<file path="src/rrb_pkg.sv">
`default_nettype none
package rrb_pkg;

  localparam int unsigned DEPTH   = 16;
  localparam int unsigned PTR_W   = (DEPTH > 1) ? $clog2(DEPTH) : 1;
  localparam int unsigned CNT_W   = $clog2(DEPTH + 1);
  localparam int unsigned TAG_W   = 16;
  localparam int unsigned LIMIT_W = 5;
  localparam int unsigned OCC_W   = 5;
  localparam int unsigned CMP_W   = (CNT_W > LIMIT_W) ? CNT_W : LIMIT_W;

  localparam logic [LIMIT_W-1:0] LIMIT_RESET = LIMIT_W'(16);

  typedef enum logic [1:0] {
    FUNC_REQ    = 2'd0,
    FUNC_RETRY  = 2'd1,
    FUNC_RESEND = 2'd2
  } rrb_func_e;

  typedef struct packed {
    rrb_func_e        func;
    logic [TAG_W-1:0] req_tag;
    logic             is_express_snoop;
    logic             needs_response;
    logic             inner_accepts;
  } rrb_in_t;

  typedef struct packed {
    logic             accepted;
    logic             send_attempted;
    logic             send_done;
    logic [TAG_W-1:0] sent_tag;
    logic             retry_upstream;
    logic [OCC_W-1:0] occupancy;
    logic             inner_blocked;
    logic             resend_wanted;
  } rrb_out_t;

  // Write port of the request store.
  typedef struct packed {
    logic             we;
    logic [PTR_W-1:0] waddr;
    logic [TAG_W-1:0] wdata;
  } rrb_wr_t;

  function automatic logic [PTR_W-1:0] ptr_inc(input logic [PTR_W-1:0] p);
    logic [PTR_W-1:0] r;
    if (p == PTR_W'(DEPTH - 1)) begin
      r = '0;
    end else begin
      r = p + PTR_W'(1);
    end
    return r;
  endfunction

endpackage
`default_nettype wire

</file>
<file path="src/rrb_fifo_mem.sv">
`default_nettype none
module rrb_fifo_mem
  import rrb_pkg::*;
(
  input  wire logic             clk_i,
  input  wire rrb_wr_t          wr_i,
  input  wire logic [PTR_W-1:0] raddr_i,
  output logic      [TAG_W-1:0] rdata_o
);

  logic [TAG_W-1:0] mem [DEPTH];
  logic [TAG_W-1:0] rdata_q;

  always_ff @(posedge clk_i) begin
    if (wr_i.we) begin
      mem[wr_i.waddr] <= wr_i.wdata;
    end
  end

  // A write to the entry being read shows up in the read data at once.
  always_ff @(posedge clk_i) begin
    if (wr_i.we && (wr_i.waddr == raddr_i)) begin
      rdata_q <= wr_i.wdata;
    end else begin
      rdata_q <= mem[raddr_i];
    end
  end

  assign rdata_o = rdata_q;

endmodule
`default_nettype wire

</file>
<file path="src/rrb_ctrl.sv">
`default_nettype none
module rrb_ctrl
  import rrb_pkg::*;
(
  input  wire logic               clk_i,
  input  wire logic               rst_ni,
  input  wire logic               take_i,
  input  wire rrb_in_t            item_i,
  input  wire logic               cfg_we_i,
  input  wire logic [LIMIT_W-1:0] cfg_wdata_i,
  input  wire logic [TAG_W-1:0]   head_data_i,
  output rrb_wr_t                 wr_o,
  output logic      [PTR_W-1:0]   raddr_o,
  output rrb_out_t                res_o
);

  logic [PTR_W-1:0]   head_q, head_d, tail_q, tail_d;
  logic [CNT_W-1:0]   count_q, count_d;
  logic               blocked_q, blocked_d;
  logic               owed_q, owed_d;
  logic [LIMIT_W-1:0] limit_q;
  logic               full;
  logic               busy;
  logic               blk;
  logic               push;

  always_ff @(posedge clk_i or negedge rst_ni) begin
    if (!rst_ni) begin
      head_q    <= '0;
      tail_q    <= '0;
      count_q   <= '0;
      blocked_q <= 1'b0;
      owed_q    <= 1'b0;
      limit_q   <= LIMIT_RESET;
    end else begin
      head_q    <= head_d;
      tail_q    <= tail_d;
      count_q   <= count_d;
      blocked_q <= blocked_d;
      owed_q    <= owed_d;
      if (cfg_we_i) begin
        limit_q <= cfg_wdata_i;
      end
    end
  end

  // A limit above the depth acts as the depth.
  assign full = (CMP_W'(count_q) >= CMP_W'(DEPTH)) || (CMP_W'(count_q) >= CMP_W'(limit_q));
  assign busy = blocked_q || (count_q != '0);
  assign blk  = (item_i.func == FUNC_RETRY) ? 1'b0 : blocked_q;

  always_comb begin
    head_d    = head_q;
    tail_d    = tail_q;
    count_d   = count_q;
    blocked_d = blocked_q;
    owed_d    = owed_q;
    push      = 1'b0;
    res_o     = '0;
    if (take_i) begin
      case (item_i.func)
        FUNC_REQ: begin
          if (item_i.is_express_snoop) begin
            res_o.send_attempted = 1'b1;
            res_o.send_done      = item_i.inner_accepts;
            res_o.sent_tag       = item_i.req_tag;
            res_o.accepted       = item_i.inner_accepts;
          end else if (!item_i.needs_response) begin
            if (busy) begin
              owed_d = 1'b1;
            end else begin
              res_o.send_attempted = 1'b1;
              res_o.send_done      = item_i.inner_accepts;
              res_o.sent_tag       = item_i.req_tag;
              res_o.accepted       = item_i.inner_accepts;
              if (!item_i.inner_accepts) begin
                blocked_d = 1'b1;
                owed_d    = 1'b1;
              end
            end
          end else begin
            if (!busy) begin
              res_o.send_attempted = 1'b1;
              res_o.send_done      = item_i.inner_accepts;
              res_o.sent_tag       = item_i.req_tag;
            end
            if (!busy && item_i.inner_accepts) begin
              res_o.accepted = 1'b1;
            end else begin
              if (!busy) begin
                blocked_d = 1'b1;
              end
              if (full) begin
                owed_d = 1'b1;
              end else begin
                push           = 1'b1;
                res_o.accepted = 1'b1;
                tail_d         = ptr_inc(tail_q);
                count_d        = count_q + CNT_W'(1);
              end
            end
          end
        end
        FUNC_RETRY, FUNC_RESEND: begin
          blocked_d = blk;
          if ((count_q == '0) && !blk && owed_q) begin
            owed_d               = 1'b0;
            res_o.retry_upstream = 1'b1;
          end else if ((count_q != '0) && !blk) begin
            res_o.send_attempted = 1'b1;
            res_o.send_done      = item_i.inner_accepts;
            res_o.sent_tag       = head_data_i;
            if (!item_i.inner_accepts) begin
              blocked_d = 1'b1;
            end else begin
              head_d  = ptr_inc(head_q);
              count_d = count_q - CNT_W'(1);
              if (count_q != CNT_W'(1)) begin
                res_o.resend_wanted = 1'b1;
              end else if (owed_q) begin
                owed_d               = 1'b0;
                res_o.retry_upstream = 1'b1;
              end
            end
          end
        end
        default: begin
        end
      endcase
      res_o.occupancy     = OCC_W'(count_d);
      res_o.inner_blocked = blocked_d;
    end
  end

  assign wr_o.we    = push;
  assign wr_o.waddr = tail_q;
  assign wr_o.wdata = item_i.req_tag;
  assign raddr_o    = head_d;

  a_count_bound: assert property (@(posedge clk_i) disable iff (!rst_ni)
    CNT_W'(DEPTH) >= count_q)
    else $error("held count beyond depth");

  a_ptr_match: assert property (@(posedge clk_i) disable iff (!rst_ni)
    (head_q == tail_q) |-> ((count_q == '0) || (count_q == CNT_W'(DEPTH))))
    else $error("pointers and held count disagree");

  a_push_count: assert property (@(posedge clk_i) disable iff (!rst_ni)
    push |=> (count_q == $past(count_q) + CNT_W'(1)))
    else $error("push did not raise held count");

  a_retry_drained: assert property (@(posedge clk_i) disable iff (!rst_ni)
    res_o.retry_upstream |-> ((count_d == '0) && !blocked_d))
    else $error("upstream retry while buffer busy");

endmodule
`default_nettype wire

</file>
<file path="src/rrb_out_skid.sv">
`default_nettype none
module rrb_out_skid
  import rrb_pkg::*;
(
  input  wire logic     clk_i,
  input  wire logic     rst_ni,
  input  wire logic     push_i,
  input  wire rrb_out_t data_i,
  output logic          ready_o,
  output logic          valid_o,
  input  wire logic     ready_i,
  output rrb_out_t      data_o
);

  logic     out_valid_q, skid_valid_q;
  rrb_out_t out_q, skid_q;

  always_ff @(posedge clk_i or negedge rst_ni) begin
    if (!rst_ni) begin
      out_valid_q  <= 1'b0;
      skid_valid_q <= 1'b0;
    end else begin
      if (!out_valid_q || ready_i) begin
        out_valid_q  <= skid_valid_q || push_i;
        skid_valid_q <= 1'b0;
      end else if (push_i) begin
        skid_valid_q <= 1'b1;
      end
    end
  end

  always_ff @(posedge clk_i) begin
    if (!out_valid_q || ready_i) begin
      out_q <= skid_valid_q ? skid_q : data_i;
    end else if (push_i) begin
      skid_q <= data_i;
    end
  end

  assign ready_o = !skid_valid_q;
  assign valid_o = out_valid_q;
  assign data_o  = out_q;

  a_skid_order: assert property (@(posedge clk_i) disable iff (!rst_ni)
    skid_valid_q |-> out_valid_q)
    else $error("skid stage holds an item ahead of the output stage");

  a_no_push_full: assert property (@(posedge clk_i) disable iff (!rst_ni)
    skid_valid_q |-> !push_i)
    else $error("item pushed while both stages are full");

  a_skid_drain: assert property (@(posedge clk_i) disable iff (!rst_ni)
    (skid_valid_q && ready_i) |=> (out_valid_q && !skid_valid_q))
    else $error("skid item was not moved to the output stage");

endmodule
`default_nettype wire

</file>
<file path="src/request_retry_buffer_unit.sv">
// Request retry buffer: flow control between an upstream requester and a
// downstream cache port. Each item on the input channel (in_valid_i /
// in_ready_o / in_item_i) is a new request, a downstream retry or a resend
// tick; each accepted item yields exactly one result item on the output
// channel (out_valid_o / out_ready_i / out_item_o) in the same order.
// Queued request tags live in a 16-entry synchronous memory. The entry at the
// head is always prefetched into the memory's read register, and a write to
// the head entry is forwarded into it, so the decision for an item does not
// wait on a memory read.
// Each result is registered in the output stage before it reaches out_item_o.
// Throughput is one item per cycle while in_ready_o is high, set by the single
// read-modify-write pass over the state registers and the store.
// When the receiver stalls, one more result is held in a skid stage; only
// once both output stages are full does in_ready_o drop.
// The user must write the buffer limit through cfg_we_i / cfg_wdata_i only while
// the block is idle; the block does not enforce this. Reset empties the buffer,
// clears the blocked and retry-owed flags and sets the limit to 16; the memory
// is not cleared, and no entry's data is used before it is written.
`default_nettype none
module request_retry_buffer_unit
  import rrb_pkg::*;
(
  input  wire logic               clk_i,
  input  wire logic               rst_ni,
  input  wire logic               in_valid_i,
  output logic                    in_ready_o,
  input  wire rrb_in_t            in_item_i,
  output logic                    out_valid_o,
  input  wire logic               out_ready_i,
  output rrb_out_t                out_item_o,
  input  wire logic               cfg_we_i,
  input  wire logic [LIMIT_W-1:0] cfg_wdata_i
);

  logic             take;
  rrb_wr_t          wr;
  logic [PTR_W-1:0] raddr;
  logic [TAG_W-1:0] head_data;
  rrb_out_t         res;

  // An item is taken whenever the skid stage has room.
  assign take = in_valid_i && in_ready_o;

  rrb_fifo_mem u_mem (
    .clk_i   (clk_i),
    .wr_i    (wr),
    .raddr_i (raddr),
    .rdata_o (head_data)
  );

  rrb_ctrl u_ctrl (
    .clk_i       (clk_i),
    .rst_ni      (rst_ni),
    .take_i      (take),
    .item_i      (in_item_i),
    .cfg_we_i    (cfg_we_i),
    .cfg_wdata_i (cfg_wdata_i),
    .head_data_i (head_data),
    .wr_o        (wr),
    .raddr_o     (raddr),
    .res_o       (res)
  );

  rrb_out_skid u_skid (
    .clk_i   (clk_i),
    .rst_ni  (rst_ni),
    .push_i  (take),
    .data_i  (res),
    .ready_o (in_ready_o),
    .valid_o (out_valid_o),
    .ready_i (out_ready_i),
    .data_o  (out_item_o)
  );

endmodule
`default_nettype wire
</file>
<file path="config.mk">
export PLATFORM = sky130hd
export DESIGN_NAME = request_retry_buffer_unit
export DESIGN_NICKNAME = d
export VERILOG_FILES = /design/src/rrb_pkg.sv /design/src/rrb_fifo_mem.sv /design/src/rrb_ctrl.sv /design/src/rrb_out_skid.sv /design/src/request_retry_buffer_unit.sv
export SDC_FILE = /design/constraint.sdc
export NUM_CORES = 1
export LEC_CHECK = 0
export BUFFER_PORTS_ARGS = -buffer_cell sky130_fd_sc_hd__buf_2
export CORE_ASPECT_RATIO = 1.75
export CORE_MARGIN = 3
export CORE_UTILIZATION = 45
export DETAILED_ROUTE_END_ITERATION = 10
export GPL_TIMING_DRIVEN = 0
export SLEW_MARGIN = 20
export SYNTH_ARGS = -nofsm -noshare
export SYNTH_HDL_FRONTEND = slang
export SYNTH_HIERARCHICAL = 1
export SYNTH_SLANG_ARGS = --single-unit
</file>
<file path="constraint.sdc">
create_clock -name clk_i -period 3.66 [get_ports clk_i]
set_input_delay 0.366 -clock clk_i [delete_from_list [all_inputs] [get_ports clk_i]]
set_output_delay 0.366 -clock clk_i [all_outputs]
set_load 0.03 [all_outputs]
</file>
==> results of run 1 <==
==> worst register-to-register path: stages (launching register included) <==
cell	delay (ns)
dfrtp_1	0.39
buf_6	0.15
buf_6	0.16
inv_1	0.08
and2_1	0.17
clkbuf_1	0.36
nand2_1	0.27
nor3_4	0.27
buf_4	0.18
nand3b_1	0.23
nor2_2	0.69
buf_6	0.24
==> sequential cells by signal, indices dropped and copies added (netlist names), named ones only <==
register,cells
u_ctrl/limit_q,5
u_ctrl/tail_q,4
u_skid/skid_q,27
u_ctrl/blocked_q,1
u_ctrl/count_q,5
u_skid/data_o,27
u_ctrl/head_q,4
u_mem/mem,256
u_skid/valid_o,1
u_skid/skid_valid_q,1
u_ctrl/owed_q,1
==> worst max path at each step <==
stage	slack, ns	startpoint	endpoint	cells past startpoint
finish	0.17	u_skid/skid_valid_q	u_mem/mem[11][14]	11
global route	-0.004	u_ctrl/count_q[0]	u_mem/mem[9][14]	10
CTS	0.06	u_ctrl/count_q[0]	u_mem/mem[11][14]	10
detailed placement	-0.35	u_ctrl/count_q[0]	u_mem/mem[0][10]	10
global placement	-1.63	u_ctrl/count_q[0]	u_mem/mem[4][11]	9
floorplan	0.002	u_skid/skid_valid_q	u_mem/mem[4][0]	10
==> cell usage after synthesis (all sizes together), types with 3 or more instances <==
cell,count,share of area [%]
a21oi,12,0.43
xnor2,3,0.19
edfxtp,310,67
dfrtp,21,3.8
and2,4,0.20
clkbuf,15,0.43
nor2b,4,0.18
nand4,6,0.27
o21ai,13,0.47
nand2b,6,0.27
dfxtp,4,0.57
mux4,64,11
inv,15,0.40
nand3,8,0.29
a22oi,48,2.9
nor2,46,1.3
nand3b,3,0.16
nand2,40,1.1
or4b,3,0.24
nor3,13,0.54
o31ai,3,0.16
buf,42,2.5
ha,14,1.3
mux2,32,2.8
==> per-stage QoR <==
stage / total power [mW] / std cells / hold WS, ns
2_1_floorplan: 6.52 / 764 / 0.0704
3_3_place_gp: 7.26 / 1208 / 0.390
3_5_place_dp: 7.33 / 1218 / 0.400
4_1_cts: 10.4 / 1281 / 0.00753
5_1_grt: 10.7 / 1282 / 0.0244
6_report: 10.2 / 1282 / 0.0286
==> power breakdown <==
part           internal (mW)  switching (mW)
Combinational           1.19            1.51
Sequential              4.38           0.144
Clock                   1.71            1.31
==> cells by family (layout without fill, tap and decap cells) <==
group | count (synthesis) | after routing | share of synthesized area (%)
compound gates | 96 | 96 | 5.20
xor+xnor | 3 | 3 | 0.188
fa+ha+maj | 14 | 14 | 1.26
buf+inv | 72 | 203 | 3.34
flops | 336 | 336 | 71.3
mux | 97 | 97 | 13.5
simple gates | 146 | 146 | 5.26
==> cell type report <==
| cell class | count | area, um^2 |
|---|---|---|
| Timing Repair Buffer | 75 | 517 |
| Multi-Input combinational cell | 356 | 3680 |
| Sequential cell | 336 | 9940 |
| Inverter | 15 | 56.3 |
| Clock inverter | 7 | 61.3 |
| Clock buffer | 49 | 883 |
| Tap cell | 387 | 484 |
| Buffer | 57 | 409 |
| Fill cell | 2430 | 14200 |
==> metal layers <==
layer  track usage [%]  routed length, um  part of all wire (%)  up-vias
li1                  -                  -                     -     3267
met1              20.9              11200                    34     3745
met2              38.8              18500                    57      259
met3              2.16               1450                   4.4       74
met4              8.34               1410                   4.3        0
met5                 0                  0                     0        -
==> timing repair <==
action	in CTS	in global routing
buffers inserted	6	1
pin swaps	3	1
hold endpoints to repair	21	0
endpoints found under the setup margin	226	74
gates resized for setup	4	1
hold buffers	1	0
==> results.py, run 1 <==
metrics = {
    "run_status": {
        "status": "finished, final reports clean",
    },
    "floorplan": {
        "die_area_um2": 33200,
        "rows": 84,
        "initial_core_util_pct": 46.1,
        "die_y_um": 239,
        "coreArea_um2": 30300,
        "die_w_um": 139,
        "io_pins": 60,
    },
    "setup_path": {
        "r2r_setup_slack_ns": 0.17,
        "path_cells": "buf_6 > buf_6 > inv_1 > and2_1 > clkbuf_1 > nand2_1 > nor3_4 > buf_4 > nand3b_1 > nor2_2 > buf_6",
        "crit_required_ns": 3.92,
        "end_kind": "flop",
        "crit-reg2reg-capture": "u_mem/mem[11][14]",
        "rr_worst_depth": 11,
        "crit_family": "simple AND/OR/NAND/NOR gates",
        "cp_slowest_cell": "nor2_2",
        "critPathMaxFanout": 11,
        "slowest_delay_ns": 0.68,
        "r2r_start": "u_skid/skid_valid_q",
        "crit_buf_inv": 6,
        "critPathKind": "reg2reg",
        "crit_arrival_ns": 3.75,
        "cpMostUsedCell": "buf_6",
        "start_kind": "flop",
    },
    "timing": {
        "setup_viol": 0,
        "tightest_slew_ns": 0.887,
        "hold_viol": 0,
        "layout_setup_ws_ns": 0.170,
        "clock_skew_ns": 0.0167,
        "period_needed_ns": 3.49,
        "fin_crit_sh_pct": 95.4,
        "drv_slew": 0,
        "max_freq_ghz": 0.287,
        "final.setup.tns_ns": 0,
        "slew_headroom_pct": 40.9,
        "rsz0062_at_grt": "yes",
    },
    "min_path": {
        "hold_depth": 3,
        "hp-class": "in2reg",
        "hold_path_end": "u_ctrl/limit_q[2]",
        "hold_start": "cfg_wdata_i[2]",
    },
    "synthesis": {
        "synthArstFlopShare_pct": 6.55,
        "synth_edf_count": 310,
        "synth_cell_types": 67,
        "synth_nets": 809,
        "syn_area_um2": 13900,
        "synthCells": 764,
        "yosysSeqAreaShare_pct": 71.3,
        "synth_seq_cells": 336,
        "yosysWarnings": 6,
        "synth_area_per_cell_um2": 18.3,
        "synthFlopType": "edfxtp_1",
    },
    "run": {
        "drv_cap": 0,
    },
    "power": {
        "p_per_area_nw_per_um2": 639,
        "ir_drop_mv": 0.436,
        "p_leak_nw": 5.45,
    },
    "grt": {
        "grt_pass1_vias": 7877,
        "grt_max_degree": 31,
        "antenna_found_initial": 0,
        "grt_pass1_wl_um": 48700,
        "overflow": 0,
        "track_usage_pct": 19.6,
    },
    "place": {
        "preCtsSetupSlack_ns": -0.346,
        "dp_hpwl_um": 22600,
        "portBuffers": 57,
        "globalplace.congestion": 0.852,
        "post_dp_cell_area_um2": 15000,
    },
    "layout": {
        "n_antenna_cell": 0,
        "final_net_count": 916,
        "area_growth_pct": 15.0,
        "final_common_cell": "edfxtp_1",
        "final_cell_mix": "edfxtp_1 (310), buf_2 (62), mux4_2 (54), nand2_1 (39), a22oi_1 (38)",
        "utilization_pct": 53.0,
        "fin_area_um2": 16000,
        "layout-drive-gt1-share_pct": 31.7,
    },
    "clock_network": {
        "insertion_delay_ns": 0.56,
        "cts_buffer_depth": 3,
        "cts_tree": "built",
        "cts_buffers": 30,
        "h-tree-depth": 1,
        "cts_root_buf": "clkbuf_16",
        "clk_pin_slew_ns": 0.07,
        "clock-sinks": 336,
    },
    "routing": {
        "drtAntennaViolNets": 0,
        "routed_wl_um": 32600,
        "dr.pass1.iters": 5,
        "drc": 0,
        "wl_per_cell_um": 25.4,
        "num_vias": 7345,
        "drtIter0Drc": 510,
        "vias_per_cell": 5.73,
    },
}
Note: power is estimated with default switching activity, not from simulation.
==> inputs of run 2 (changes only) <==
--- a/config.mk
+++ b/config.mk
@@ -6,11 +6,14 @@
 export NUM_CORES = 1
 export LEC_CHECK = 0
 export BUFFER_PORTS_ARGS = -buffer_cell sky130_fd_sc_hd__buf_2
+export CAP_MARGIN = 20
 export CORE_ASPECT_RATIO = 1.75
 export CORE_MARGIN = 3
 export CORE_UTILIZATION = 45
 export DETAILED_ROUTE_END_ITERATION = 10
+export GPL_ROUTABILITY_DRIVEN = 0
 export GPL_TIMING_DRIVEN = 0
+export RECOVER_POWER = 50
 export SLEW_MARGIN = 20
 export SYNTH_ARGS = -nofsm -noshare
 export SYNTH_HDL_FRONTEND = slang
==> run 2 against run 1 <==
  * Via count grew 3.1%
  * First-iteration DRC count rose by 18%
  * Flip-flop and latch count did not move
  * Sequential power about the same
  * Combinational power about the same
  * Setup slack better by 0.0086 ns
  * Wire length rose by 0.97%
  * Hold slack worse by 0.0083 ns
  * Final cell count is 1.0% higher
  * Global-route usage about the same
  * Clock skew hardly changed
  * Die area is the same
  * Critical path type unchanged
==> results.py, run 2 (synthesized netlist as in run 1, its figures left out) <==
metrics = {
    "run_status": {
        "status": "finished, final reports clean",
    },
    "clock_network": {
        "clock-sinks": 336,
        "insertion_delay_ns": 0.57,
        "cts_buffer_depth": 3,
        "cts_buffers": 30,
        "cts_root_buf": "clkbuf_16",
        "clk_pin_slew_ns": 0.07,
        "cts_tree": "built",
        "h-tree-depth": 1,
    },
    "routing": {
        "num_vias": 7574,
        "drtIter0Drc": 603,
        "drc": 0,
        "routed_wl_um": 32900,
        "vias_per_cell": 5.85,
        "drtAntennaViolNets": 0,
        "dr.pass1.iters": 5,
        "wl_per_cell_um": 25.4,
    },
    "timing": {
        "slew_headroom_pct": 7.58,
        "clock_skew_ns": 0.0162,
        "tightest_slew_ns": 1.39,
        "max_freq_ghz": 0.287,
        "period_needed_ns": 3.48,
        "drv_slew": 0,
        "final.setup.tns_ns": 0,
        "setup_viol": 0,
        "fin_crit_sh_pct": 95.1,
        "hold_viol": 0,
        "rsz0062_at_grt": "no",
    },
    "min_path": {
        "hp-class": "in2reg",
    },
    "setup_path": {
        "crit_buf_inv": 6,
        "cp_slowest_cell": "or3b_2",
        "slowest_delay_ns": 0.59,
        "crit_family": "simple AND/OR/NAND/NOR gates",
        "end_kind": "flop",
        "crit_arrival_ns": 3.75,
        "start_kind": "flop",
        "path_cells": "buf_6 > buf_6 > inv_1 > and2_1 > clkbuf_1 > nand2_1 > nor3_4 > buf_4 > or3b_2 > nor3_4 > buf_8",
        "critPathMaxFanout": 10,
        "critPathKind": "reg2reg",
        "crit_required_ns": 3.93,
    },
    "place": {
        "dp_hpwl_um": 22700,
        "post_dp_cell_area_um2": 15000,
        "portBuffers": 57,
    },
    "power": {
        "p_per_area_nw_per_um2": 640,
        "p_leak_nw": 5.32,
        "ir_drop_mv": 0.391,
    },
    "grt": {
        "antenna_found_initial": 0,
        "grt_max_degree": 24,
        "overflow": 0,
        "grt_pass1_vias": 8013,
        "track_usage_pct": 19.6,
        "grt_pass1_wl_um": 48900,
    },
    "floorplan": {
        "die_w_um": 139,
        "rows": 84,
        "coreArea_um2": 30300,
        "die_area_um2": 33200,
        "io_pins": 60,
        "die_y_um": 239,
        "initial_core_util_pct": 46.1,
    },
    "layout": {
        "layout-drive-gt1-share_pct": 26.1,
        "final_net_count": 930,
        "largest_register": "u_mem/mem",
        "fill_cells": 2407,
        "final_common_cell": "edfxtp_1",
        "area_growth_pct": 14.6,
        "final_cell_mix": "edfxtp_1 (310), clkbuf_1 (81), mux4_2 (54), nand2_1 (39), a22oi_1 (38)",
        "n_antenna_cell": 0,
        "largest_register_ffs": 256,
        "fin_area_um2": 16000,
    },
    "run": {
        "drv_cap": 0,
    },
}
[run 2: cell count changes in the layout (fill, tap and decap cells not counted), sizes merged]
cell	delta
buf	-49
bufinv	+1
clkbuf	+50
clkinv	+10
clkinvlp	+1
[run 2: final cells by class]
| cell class | instances | area, um^2 | share of cell area [%] |
|---|---|---|---|
| inverter | 15 | 56.3 | 0.352 |
| clock inverter | 19 | 149 | 0.931 |
| timing repair buffer | 89 | 542 | 3.39 |
| multi-input combinational | 356 | 3670 | 23.0 |
| buffer | 57 | 349 | 2.18 |
| sequential | 336 | 9940 | 62.2 |
| clock buffer | 36 | 795 | 4.97 |
| tap | 387 | 484 | 3.03 |
[run 2: what timing repair did]
item	CTS	global route
hold buffers	1	0
pin swaps	4	2
gates cloned	0	0
resized for setup	8	2
hold endpoints to repair	21	0
buffers inserted	7	8
endpoints found under the setup margin	202	151
[run 2: power breakdown]
part           switching [mW]  leakage [nW]  internal (mW)
sequential              0.143          3.15           4.38
clock                    1.35         0.465           1.69
combinational            1.51          1.71           1.16
[run 2: tightest hold or removal path: stages]
cell	delay [ns]
buf_2	0.07
nand2_1	0.04
o21ai_0	0.07
[run 2: through the flow]
stage                     total power [mW]  worst slack, ns  hold WS, ns  cells  utilization (%)
final                                 10.2            0.179       0.0203   1295             52.8
after global routing                  10.7           0.0469       0.0315   1295             52.8
after CTS                             10.3          0.00118       0.0117   1287             53.1
after detailed placement              7.31           -0.404        0.398   1224             49.6
after global placement                7.23            -1.50        0.382   1208             48.7
after floorplan                       6.52          0.00151       0.0704    764                -
[run 2: routing by layer]
metal | up-vias | share of wire, % | global-route usage, %
met5 | - | 0 | 0
met4 | 0 | 4.5 | 8.13
met3 | 80 | 5.4 | 2.58
met2 | 314 | 56 | 38.0
met1 | 3887 | 34 | 21.4
li1 | 3293 | - | -
[run 2: final timing paths]
kind                                startpoint  cells past startpoint                 to  slack (ns)
setup / recovery           u_skid/skid_valid_q                     11   u_mem/mem[0][12]        0.18
max in group asynchronous               rst_ni                      2  u_ctrl/count_q[0]        2.09
hold / removal                  cfg_wdata_i[4]                      3  u_ctrl/limit_q[4]        0.02
hold reg to reg              u_skid/skid_q[13]                      1  u_skid/data_o[13]        0.55
min in group asynchronous               rst_ni                      2  u_ctrl/limit_q[1]        0.65
setup reg to reg           u_skid/skid_valid_q                     11   u_mem/mem[0][12]        0.18
